--- src/rtl/core/obm_pkg.sv ---
package obm_pkg;

  // Configuration register width and count
  localparam int CfgW     = 10;
  localparam int NumRegs  = 8;
  localparam int CfgIdxW  = 3;

  // Default tick counter width
  localparam int TickWidthDef = 10;

  // Item field widths
  localparam int ByteW   = 8;
  localparam int BitIdxW = 3;

  // Register indexes on the configuration port
  typedef enum logic [CfgIdxW-1:0] {
    RegResetLow     = 3'd0,
    RegResetRelease = 3'd1,
    RegOneLow       = 3'd2,
    RegOneRelease   = 3'd3,
    RegZeroLow      = 3'd4,
    RegRecovery     = 3'd5,
    RegSampleDelay  = 3'd6,
    RegReadTail     = 3'd7
  } cfg_idx_e;

  // Register reset values (ticks)
  localparam logic [CfgW-1:0] ResetLowDef     = 10'd500;
  localparam logic [CfgW-1:0] ResetReleaseDef = 10'd310;
  localparam logic [CfgW-1:0] OneLowDef       = 10'd5;
  localparam logic [CfgW-1:0] OneReleaseDef   = 10'd60;
  localparam logic [CfgW-1:0] ZeroLowDef      = 10'd65;
  localparam logic [CfgW-1:0] RecoveryDef     = 10'd1;
  localparam logic [CfgW-1:0] SampleDelayDef  = 10'd10;
  localparam logic [CfgW-1:0] ReadTailDef     = 10'd55;

  // Request kinds, also the running operation
  typedef enum logic [1:0] {
    OpNone  = 2'd0,
    OpReset = 2'd1,
    OpWrite = 2'd2,
    OpRead  = 2'd3
  } op_e;

  // Sequencer phases
  typedef enum logic [2:0] {
    PhIdle    = 3'd0,
    PhLow     = 3'd1,
    PhRelease = 3'd2,
    PhRecover = 3'd3,
    PhSample  = 3'd4,
    PhTail    = 3'd5
  } phase_e;

  // Timing registers as seen by the sequencer
  typedef struct packed {
    logic [CfgW-1:0] reset_low;
    logic [CfgW-1:0] reset_release;
    logic [CfgW-1:0] one_low;
    logic [CfgW-1:0] one_release;
    logic [CfgW-1:0] zero_low;
    logic [CfgW-1:0] recovery;
    logic [CfgW-1:0] sample_delay;
    logic [CfgW-1:0] read_tail;
  } timing_t;

  // One result item
  typedef struct packed {
    logic             rejected;
    logic [ByteW-1:0] read_byte;
    logic             done_res;
    logic             busy_res;
    logic             drive_low;
  } result_t;

endpackage

--- src/rtl/core/onewire_bus_master.sv ---
// One-wire bus master. Each input item is one microsecond tick carrying the
// sampled line level and a request (tick, reset pulse, write byte, read byte);
// each item yields exactly one result item with the open-drain drive-low
// level for the coming tick, busy, done, the read byte (on done of a read)
// and a rejected flag for requests given while busy. Bytes go LSB first.
// Timing lengths come from eight 10-bit tick registers written on the cfg
// port (index 0..7); write them only while the block is idle. The sequencer
// state updates and the result register loads in the cycle the item is
// accepted, so one item per cycle is sustained as long as the result side
// takes its items; the single result register holds input off only while a
// result waits and m_axis_tready is low.
module onewire_bus_master
  import obm_pkg::*;
#(
  parameter int TICK_WIDTH = TickWidthDef
) (
  input  logic               clk_i,
  input  logic               rst_ni,
  // input items
  input  logic               s_axis_tvalid,
  output logic               s_axis_tready,
  input  logic [15:0]        s_axis_tdata,  // [7:0] write_byte, [8] line_level, rest zero
  input  logic [1:0]         s_axis_tuser,  // [1:0] req_type
  // result items
  output logic               m_axis_tvalid,
  input  logic               m_axis_tready,
  output logic [15:0]        m_axis_tdata,  // [0] drive_low, [1] busy_res, [2] done_res,
                                            // [10:3] read_byte, [11] rejected, rest zero
  // configuration writes
  input  logic               cfg_valid_i,
  output logic               cfg_ready_o,
  input  logic [CfgIdxW-1:0] cfg_index_i,
  input  logic [CfgW-1:0]    cfg_data_i
);

  timing_t timing;
  result_t result;
  logic    in_fire;

  result_t out_q;
  logic    out_valid_q;

  assign cfg_ready_o   = 1'b1;
  assign s_axis_tready = !out_valid_q || m_axis_tready;
  assign in_fire       = s_axis_tvalid && s_axis_tready;

  obm_cfg_regs u_cfg (
    .clk_i     (clk_i),
    .rst_ni    (rst_ni),
    .wr_en_i   (cfg_valid_i),
    .wr_idx_i  (cfg_index_i),
    .wr_data_i (cfg_data_i),
    .timing_o  (timing)
  );

  obm_seq #(
    .TICK_WIDTH (TICK_WIDTH)
  ) u_seq (
    .clk_i        (clk_i),
    .rst_ni       (rst_ni),
    .step_i       (in_fire),
    .req_i        (op_e'(s_axis_tuser)),
    .write_byte_i (s_axis_tdata[ByteW-1:0]),
    .line_level_i (s_axis_tdata[ByteW]),
    .timing_i     (timing),
    .result_o     (result)
  );

  // Result register valid flag
  always_ff @(posedge clk_i or negedge rst_ni) begin
    if (!rst_ni) begin
      out_valid_q <= 1'b0;
    end else if (in_fire) begin
      out_valid_q <= 1'b1;
    end else if (m_axis_tready) begin
      out_valid_q <= 1'b0;
    end
  end

  // Result register payload
  always_ff @(posedge clk_i) begin
    if (in_fire) begin
      out_q <= result;
    end
  end

  assign m_axis_tvalid = out_valid_q;
  assign m_axis_tdata  = {4'b0, out_q};

endmodule

--- src/rtl/core/obm_cfg_regs.sv ---
module obm_cfg_regs
  import obm_pkg::*;
(
  input  logic               clk_i,
  input  logic               rst_ni,
  input  logic               wr_en_i,
  input  logic [CfgIdxW-1:0] wr_idx_i,
  input  logic [CfgW-1:0]    wr_data_i,
  output timing_t            timing_o
);

  timing_t timing_q, timing_d;

  // Register write decode
  always_comb begin
    timing_d = timing_q;
    if (wr_en_i) begin
      unique case (cfg_idx_e'(wr_idx_i))
        RegResetLow:     timing_d.reset_low     = wr_data_i;
        RegResetRelease: timing_d.reset_release = wr_data_i;
        RegOneLow:       timing_d.one_low       = wr_data_i;
        RegOneRelease:   timing_d.one_release   = wr_data_i;
        RegZeroLow:      timing_d.zero_low      = wr_data_i;
        RegRecovery:     timing_d.recovery      = wr_data_i;
        RegSampleDelay:  timing_d.sample_delay  = wr_data_i;
        RegReadTail:     timing_d.read_tail     = wr_data_i;
        default:         timing_d = timing_q;
      endcase
    end
  end

  always_ff @(posedge clk_i or negedge rst_ni) begin
    if (!rst_ni) begin
      timing_q.reset_low     <= ResetLowDef;
      timing_q.reset_release <= ResetReleaseDef;
      timing_q.one_low       <= OneLowDef;
      timing_q.one_release   <= OneReleaseDef;
      timing_q.zero_low      <= ZeroLowDef;
      timing_q.recovery      <= RecoveryDef;
      timing_q.sample_delay  <= SampleDelayDef;
      timing_q.read_tail     <= ReadTailDef;
    end else begin
      timing_q <= timing_d;
    end
  end

  assign timing_o = timing_q;

endmodule

--- src/rtl/core/obm_seq.sv ---
module obm_seq
  import obm_pkg::*;
#(
  parameter int TICK_WIDTH = TickWidthDef
) (
  input  logic             clk_i,
  input  logic             rst_ni,
  input  logic             step_i,
  input  op_e              req_i,
  input  logic [ByteW-1:0] write_byte_i,
  input  logic             line_level_i,
  input  timing_t          timing_i,
  output result_t          result_o
);

  localparam int LenW = (TICK_WIDTH + 1 > CfgW) ? TICK_WIDTH + 1 : CfgW;

  phase_e                phase_q, phase_d;
  op_e                   op_q, op_d;
  logic [TICK_WIDTH-1:0] tick_q, tick_d;
  logic [BitIdxW-1:0]    bit_q, bit_d;
  logic [ByteW-1:0]      shift_q, shift_d;

  logic [TICK_WIDTH-1:0] tick_nxt;
  logic [LenW-1:0]       phase_len;
  logic                  tick_end;
  logic                  last_bit;
  logic                  seq_end;

  // Zero length counts as one tick; lengths beyond the counter clamp to its range
  function automatic logic [LenW-1:0] eff_len(input logic [CfgW-1:0] v);
    logic [LenW-1:0] cap;
    logic [LenW-1:0] n;
    cap = LenW'(1) << TICK_WIDTH;
    n   = LenW'(v);
    if (n == '0) n = LenW'(1);
    if (n > cap) n = cap;
    return n;
  endfunction

  // Length of the running phase
  always_comb begin
    phase_len = LenW'(1);
    case (phase_q)
      PhLow: begin
        if (op_q == OpReset) phase_len = eff_len(timing_i.reset_low);
        else if (op_q == OpWrite) begin
          phase_len = shift_q[0] ? eff_len(timing_i.one_low) : eff_len(timing_i.zero_low);
        end
      end
      PhRelease: begin
        phase_len = (op_q == OpReset) ? eff_len(timing_i.reset_release)
                                      : eff_len(timing_i.one_release);
      end
      PhRecover: phase_len = eff_len(timing_i.recovery);
      PhSample:  phase_len = eff_len(timing_i.sample_delay);
      PhTail:    phase_len = eff_len(timing_i.read_tail);
      default:   phase_len = LenW'(1);
    endcase
  end

  assign tick_nxt = tick_q + TICK_WIDTH'(1);
  assign tick_end = (tick_nxt == '0) || (LenW'(tick_nxt) >= phase_len);
  assign last_bit = (bit_q == BitIdxW'(ByteW - 1));

  // Next state
  always_comb begin
    phase_d = phase_q;
    op_d    = op_q;
    tick_d  = tick_q;
    bit_d   = bit_q;
    shift_d = shift_q;
    unique case (phase_q)
      PhIdle: begin
        if (req_i != OpNone) begin
          op_d    = req_i;
          bit_d   = '0;
          shift_d = (req_i == OpWrite) ? write_byte_i : '0;
          phase_d = PhLow;
          tick_d  = '0;
        end
      end
      PhLow, PhRelease, PhRecover, PhSample, PhTail: begin
        tick_d = tick_nxt;
        if (tick_end) begin
          tick_d = '0;
          case (phase_q)
            PhLow: begin
              case (op_q)
                OpReset: phase_d = PhRelease;
                OpWrite: phase_d = shift_q[0] ? PhRelease : PhRecover;
                OpRead:  phase_d = PhSample;
                default: phase_d = PhIdle;
              endcase
            end
            PhRelease: phase_d = (op_q == OpWrite) ? PhRecover : PhIdle;
            PhSample: begin
              shift_d = {line_level_i, shift_q[ByteW-1:1]};
              phase_d = PhTail;
            end
            default: begin
              // end of a bit slot: next bit or end of byte
              if (last_bit) begin
                phase_d = PhIdle;
              end else begin
                bit_d   = bit_q + BitIdxW'(1);
                phase_d = PhLow;
                if (op_q == OpWrite) shift_d = shift_q >> 1;
              end
            end
          endcase
        end
      end
      default: begin
        phase_d = PhIdle;
        tick_d  = '0;
      end
    endcase
  end

  // Sequence completion, decoded from the current phase
  always_comb begin
    seq_end = 1'b0;
    if (tick_end) begin
      case (phase_q)
        PhLow:              seq_end = (op_q == OpNone);
        PhRelease:          seq_end = (op_q != OpWrite);
        PhRecover, PhTail:  seq_end = last_bit;
        default:            seq_end = 1'b0;
      endcase
    end
  end

  // Result item
  always_comb begin
    result_o.drive_low = (phase_d == PhLow);
    result_o.busy_res  = (phase_d != PhIdle);
    result_o.done_res  = seq_end;
    result_o.read_byte = (seq_end && op_q == OpRead) ? shift_q : '0;
    result_o.rejected  = (phase_q != PhIdle) && (req_i != OpNone);
  end

  always_ff @(posedge clk_i or negedge rst_ni) begin
    if (!rst_ni) begin
      phase_q <= PhIdle;
      op_q    <= OpNone;
      tick_q  <= '0;
      bit_q   <= '0;
      shift_q <= '0;
    end else if (step_i) begin
      phase_q <= phase_d;
      op_q    <= op_d;
      tick_q  <= tick_d;
      bit_q   <= bit_d;
      shift_q <= shift_d;
    end
  end

endmodule

--- config.mk ---
export PLATFORM = sky130hd
export DESIGN_NAME = onewire_bus_master
export DESIGN_NICKNAME = d
export VERILOG_FILES = /design/src/rtl/core/obm_pkg.sv /design/src/rtl/core/onewire_bus_master.sv /design/src/rtl/core/obm_cfg_regs.sv /design/src/rtl/core/obm_seq.sv
export SDC_FILE = /design/constraint.sdc
export NUM_CORES = 1
export LEC_CHECK = 0
export BUFFER_PORTS_ARGS = -buffer_cell sky130_fd_sc_hd__buf_2
export CAP_MARGIN = 10
export CORE_ASPECT_RATIO = 1.5
export CORE_MARGIN = 8
export CORE_UTILIZATION = 54
export DETAILED_ROUTE_END_ITERATION = 10
export HOLD_SLACK_MARGIN = 0.02
export PLACE_DENSITY = 0.79
export RECOVER_POWER = 100
export SYNTH_ARGS = -nofsm -noshare
export SYNTH_HDL_FRONTEND = slang
export SYNTH_SLANG_ARGS = --single-unit
--- constraint.sdc ---
create_clock -name clk_i -period 3.49 [get_ports clk_i]
set_input_delay 0.698 -clock clk_i [delete_from_list [all_inputs] [get_ports clk_i]]
set_output_delay 0.698 -clock clk_i [all_outputs]
set_load 0.01 [all_outputs]
Word-level counts from Yosys, hierarchy flattened --
Index checks and enable logic that the tools add are counted.
Storage, ports and cells: register bits 119, bits of input ports 36, output and inout port bits 19, logic and storage cells 156
Operators by class: $add $sub $neg 2, magnitude comparators 9, eq/ne operators 26, mux-type cells 61, reduce and logical (&&, ||, !) cells 39
Operators by type and width (number):
- 2-to-1 mux 11 bit | 25
- 2-to-1 mux 10 bit | 10
- zero test 10 bit | 9
- greater-than comparator 11 bit (second input constant) | 8
- case mux 11 bit (5 select lines) | 1
- 2-to-1 mux 8 bit | 5
- case mux 8 bit (2 select lines) | 2
- == test 3 bit (second input constant) | 7
- case mux 10 bit (2 select lines) | 1
- 2-to-1 mux 3 bit | 6
- case mux 3 bit (3 select lines) | 2
- AND reduction 2 bit | 9
- == test 3 x 2 -> 1 bit (second input constant) | 4
- case mux 3 bit (2 select lines) | 2
- >= comparator 10 x 11 -> 1 bit | 1
- adder 10 x 1 -> 10 bit (second input constant) | 1
- == test 3 x 1 -> 1 bit (second input constant) | 3
- != test 2 bit (second input constant) | 4
- AND reduction 7 bit | 1
- == test 2 bit (second input constant) | 3
- zero test 3 bit | 2
- AND reduction 6 bit | 1
- nonzero test 2 bit | 3
- nonzero test 3 bit | 2
- 16 further kinds | 25

Depth between registers and ports, before layout --
depth after elaboration 16, depth in mapped cells 16, mapped depth without buffers 15

Hierarchy --
A second synthesis with hierarchy kept.
Unflattened totals: cell total of the unflattened synthesis 568, area total of the unflattened synthesis 6595.1 um^2
Modules (own cells, without submodules):
- obm_cfg_regs | times used 1, cells an instance 175, area an instance 3196.8 um^2, seq. area each 2035.7 um^2
- obm_seq | times used 1, cells an instance 370, area an instance 2939.1 um^2, seq. area each 650.6 um^2
- onewire_bus_master | times used 1, cells an instance 23, area an instance 459.2 um^2, seq. area each 385.4 um^2

Worst setup path before layout --
OpenSTA, ideal clock, no wires.
path kind register -> register, start register u_seq.op_q[1], end register u_seq.shift_q[0], setup time 125 ps, data arrival time 3546 ps, setup slack -180 ps, cell stages (with the launch flop) 16, clock period less this slack 3670 ps, cell sequence dfrtp_1 > inv_1 > ha_1 > clkbuf_1 > clkbuf_1 > nand2_1 > o21ai_0 > a22oi_1 > o22a_1 > ha_1 > a21o_1 > a21o_1 > a211oi_4 > nand3_4 > a22oi_4 > mux2_2
Between the ends: word-level cells in the longest chain between the ends 8, elaborated cells on any way between the ends 11, classes of those cells order compare (1); eq/ne (4); mux (4); reduce/logical (2)
RTL lines:
- start: declaration | line obm_seq.sv:19 | op_e op_q, op_d;
- start signal: assignment | line obm_seq.sv:146 | op_q <= OpNone;
- start signal: assignment | line obm_seq.sv:152 | op_q <= op_d;
- == test 2 bit | line obm_seq.sv:47, obm_seq.sv:108
- 2-to-1 mux 11 bit | line obm_seq.sv:47 | else if (op_q == OpWrite) begin
- 2-to-1 mux 11 bit | line obm_seq.sv:46 | if (op_q == OpReset) phase_len = eff_len(timing_i.reset_low);
- case mux 11 bit (5 select lines) | line obm_seq.sv:44 | case (phase_q)
- >= comparator 10 x 11 -> 1 bit | line obm_seq.sv:63 | assign tick_end = (tick_nxt == '0) || (LenW'(tick_nxt) >= phase_len);
- logical OR 1 bit | line obm_seq.sv:63
- != test 2 x 1 -> 1 bit (no source line)
- AND reduction 7 bit (no source line) *
- end signal: assignment | line obm_seq.sv:155 | shift_q <= shift_d;
- end: declaration | line obm_seq.sv:22 | logic [ByteW-1:0] shift_q, shift_d;
Mark *: on every way between the ends. The rest lies on a longest branch, timed or not. A chain may end at the register's enable or synchronous reset.

Final worst setup path --
start register u_seq.phase_q[0], end register u_seq.shift_q[2]
Between the ends: word-level cells in the longest chain between the ends 6, elaborated cells on any way between the ends 21, classes of those cells order compare (1); eq/ne (10); mux (4); reduce/logical (6)
RTL lines:
- start: declaration | line obm_seq.sv:18 | phase_e phase_q, phase_d;
- start signal: assignment | line obm_seq.sv:145 | phase_q <= PhIdle;
- start signal: assignment | line obm_seq.sv:151 | phase_q <= phase_d;
- == test 3 bit (tied with other cells) | line obm_seq.sv:44, obm_seq.sv:73
- case mux 11 bit (5 select lines) | line obm_seq.sv:44
- >= comparator 10 x 11 -> 1 bit | line obm_seq.sv:63
- logical OR 1 bit | line obm_seq.sv:63
- != test 2 x 1 -> 1 bit (no source line)
- AND reduction 7 bit (no source line)
Parallel ways exist; a longest one is shown, timed or not. The select of a mux whose other input is x is not followed.

==> results_dict.tcl <==
set metrics [dict create \
    syn_inst 558 \
    grt_use_total 0.211 \
    finalWirelength_um 15900 \
    synth_xor_area_frac 0.0110 \
    grt_pass1_wl_um 26000 \
    numPortBuffers 42 \
    route.detailed.drc 0 \
    hpwl_um 11400 \
    clk_latency_ps 410 \
    yosysSeqAreaShare 0.483 \
    end_kind "register" \
    via_count 4785 \
    synthTopCellsByCount "mux2_2, dfrtp_1, nand2_1, o21ai_0, mux2i_1" \
    io_pins 55 \
    yosys_warnings 0 \
    status "finished, violations left" \
    synth_cell_types 59 \
    crit_arrival_ps 3710 \
    start_kind "register" \
    power.total_uw 4730 \
    dieWidth_um 105 \
    slew_headroom -0.105 \
    drive_gt1_frac 0.348 \
    crit_type "reg2reg" \
    min_period_over_period 0.977 \
    synth-async-reset-ratio 0.899 \
    fin_hold_ws_ps 505 \
    synth_flop_cell "dfrtp_1" \
    drv_slew 11 \
    setup_viol 0 \
    clock-sinks 119 \
    fin_worst_skew_ps 5.89 \
    synth_area_leader_cell "dfrtp_1" \
    final_nets 677 \
    netlist.area_leader.share 0.315 \
    via_per_inst 6.10 \
    root_buffer "clkbuf_16" \
    final_cell_count_no_fill 785 \
    gp_congestion 0.892 \
    ir_worst_vdd_uv 549 \
    dr.pass1.iters 5 \
    violations "capacitance limit, slew limit" \
    grt_remaining_overflow 0 \
    antenna_found_initial 0 \
    avgSynthCellArea_um2 11.4 \
    synth_top_family_by_area "multiplexers" \
    fillers 878 \
    slowest_delay_ps 450 \
    avgRoutedWirePerCell_um 20.3 \
    core-area_um2 11500 \
    leakage_uw 0.00311 \
    r2r_start "u_seq.phase_q[0]" \
    period_minus_slack_ps 3410 \
    cts-htree-levels 4 \
    cts_made_buffers 17 \
    hold_class "in2reg" \
    first_global_vias 5202 \
    worst_slew_pin_slew_ps 1640 \
    ctsHoldBuffers 0 \
    max_freq_mhz 293 \
    yosysMostFrequentCell "mux2_2" \
    synth_area_um2 6360 \
    tns_ps 0 \
    dp.cells 752 \
    synth-compound-area-share 0.111 \
    muxShareOfSynthArea 0.205 \
    drt_iter0_drc 394 \
    rows 48 \
    synth_edf_count 12 \
    worstHoldStart "s_axis_tvalid" \
    die-area_um2 15600 \
    yosys.area_share.simple 0.127 \
    synthAdderAreaFrac 0.0374 \
    slowest_stage "dfrtp_1" \
    hold_viol 0 \
    initial_utilization 0.552 \
    path_cells "buf_4 > a311oi_1 > a21oi_1 > a222oi_1 > nand2_1 > ha_1 > nor2b_1 > o21ai_1 > a211oi_4 > nand3_4 > a22oi_4 > buf_12 > mux2_2" \
    power_density_nw_per_um2 631 \
    cts_buffer_depth 2 \
    detail-route-antenna-nets 0 \
    tritoncts "yes" \
    path_max_fanout 14 \
    startpoint "u_seq.phase_q[0]" \
    synth.area.top_cells "dfrtp_1, mux2_2, dfstp_2" \
    path_clk_slew_ps 60 \
    die_y_um 149 \
    cp_data_required_time_ps 3780 \
    drv_cap 1 \
    grt_max_degree 58 \
    synth-seq-cells 119 \
    syn2layout_area_growth_pct 17.9 \
    diodes 0 \
]
area by class of cell:
type | instances | area, µm² | share of cell area
clock buffers | 22 | 497 | 0.0662
repair buffers | 71 | 423 | 0.0564
flip-flops and latches | 119 | 3070 | 0.410
multi-input cells | 405 | 3180 | 0.423
clock inverters | 10 | 116 | 0.0155
inverters | 8 | 30.0 | 0.00400
well taps | 150 | 188 | 0.0250
stage by stage:
| step | instance area, µm² | utilization | setup WS [ps] |
|---|---|---|---|
| 6_report | 7500 | 0.651 | 79.6 |
| 5_1_grt | 7500 | 0.651 | -258 |
| 4_1_cts | 7510 | 0.651 | 16.3 |
| 3_5_place_dp | 6860 | 0.595 | -37.7 |
| 3_3_place_gp | 6860 | 0.595 | 51.3 |
| 2_1_floorplan | 6370 | - | 98.1 |
registers in the layout, summed over array words and instances (netlist names):
name	count
m_axis_tvalid	1
u_seq.op_q	2
u_seq.phase_q	3
m_axis_tdata	12
u_seq.tick_q	10
u_seq.shift_q	8
u_cfg.timing_o	80
u_seq.bit_q	3
logic make-up (layout without fill, tap and decap cells):
group	count (synthesis)	in the layout
muxes	119	119
buffers and inverters	37	111
xor gates and xnor gates	8	8
AOI/OAI and AO/OA	101	101
other	2	5
and+or+nand+nor	153	153
DFF	119	119
adders and majority gates	19	19
worst max-delay path: cells and delay by family (launching register included):
family                   cells  cell delay [ps]
buffers and inverters        2              380
flip-flops                   1              450
AO/OA/AOI/OAI                6             1360
adder cells (fa/ha/maj)      1              320
AND/OR/NAND/NOR              3              440
multiplexers                 1              340
worst paths after layout:
path	slack (ps)	depth (start not counted)	to
worst max-delay path	80	13	u_seq.shift_q[2]
worst min-delay path	500	2	m_axis_tvalid
worst max register to register	80	13	u_seq.shift_q[2]
worst min register to register	520	1	u_cfg.timing_o[70]
max in group asynchronous	870	2	u_seq.op_q[0]
min in group asynchronous	580	1	u_cfg.timing_o[55]
power breakdown:
group	internal (µW)	switching, µW	leakage [µW]	total, µW
Sequential	1720	247	0.00139	1970
Combinational	482	506	0.00142	988
Clock	1150	623	0.000296	1780
Total	3360	1380	0.00311	4730
layout by cell type (no fill, tap or decap), types with 4 or more instances in the layout:
master and count:
mux2_2 88, dfrtp_1 79, nand2_1 55, o21ai_0 36, mux2i_1 29, dfstp_2 27, buf_2 26, nor2_1 23
buf_4 22, clkbuf_1 20, clkbuf_16 19, ha_1 18, nor3_1 14, edfxtp_1 12, nor4_1 10, a22o_1 10
a21oi_1 8, o211ai_1 7, nand3_1 7, nand2b_1 6, a22oi_1 6, and2_0 6, nor2b_1 5, o22a_1 5
a31oi_1 5, conb_1 5, inv_1 4, xor2_1 4, xnor2_1 4, and2_1 4
repair_timing:
item,4_1_cts,5_1_grt
pin swaps,1,5
gates resized for setup,4,18
endpoints found under the hold margin,0,0
setup endpoints to repair,26,31
setup buffers,1,0
routing by layer:
layer	track usage	vias to the layer above	share of wire
met5	0	-	0
met4	0.134	0	0.046
met3	0.0489	50	0.048
met2	0.387	177	0.54
met1	0.211	2377	0.36
li1	-	2181	-
Power figures use the tool's default switching activity.
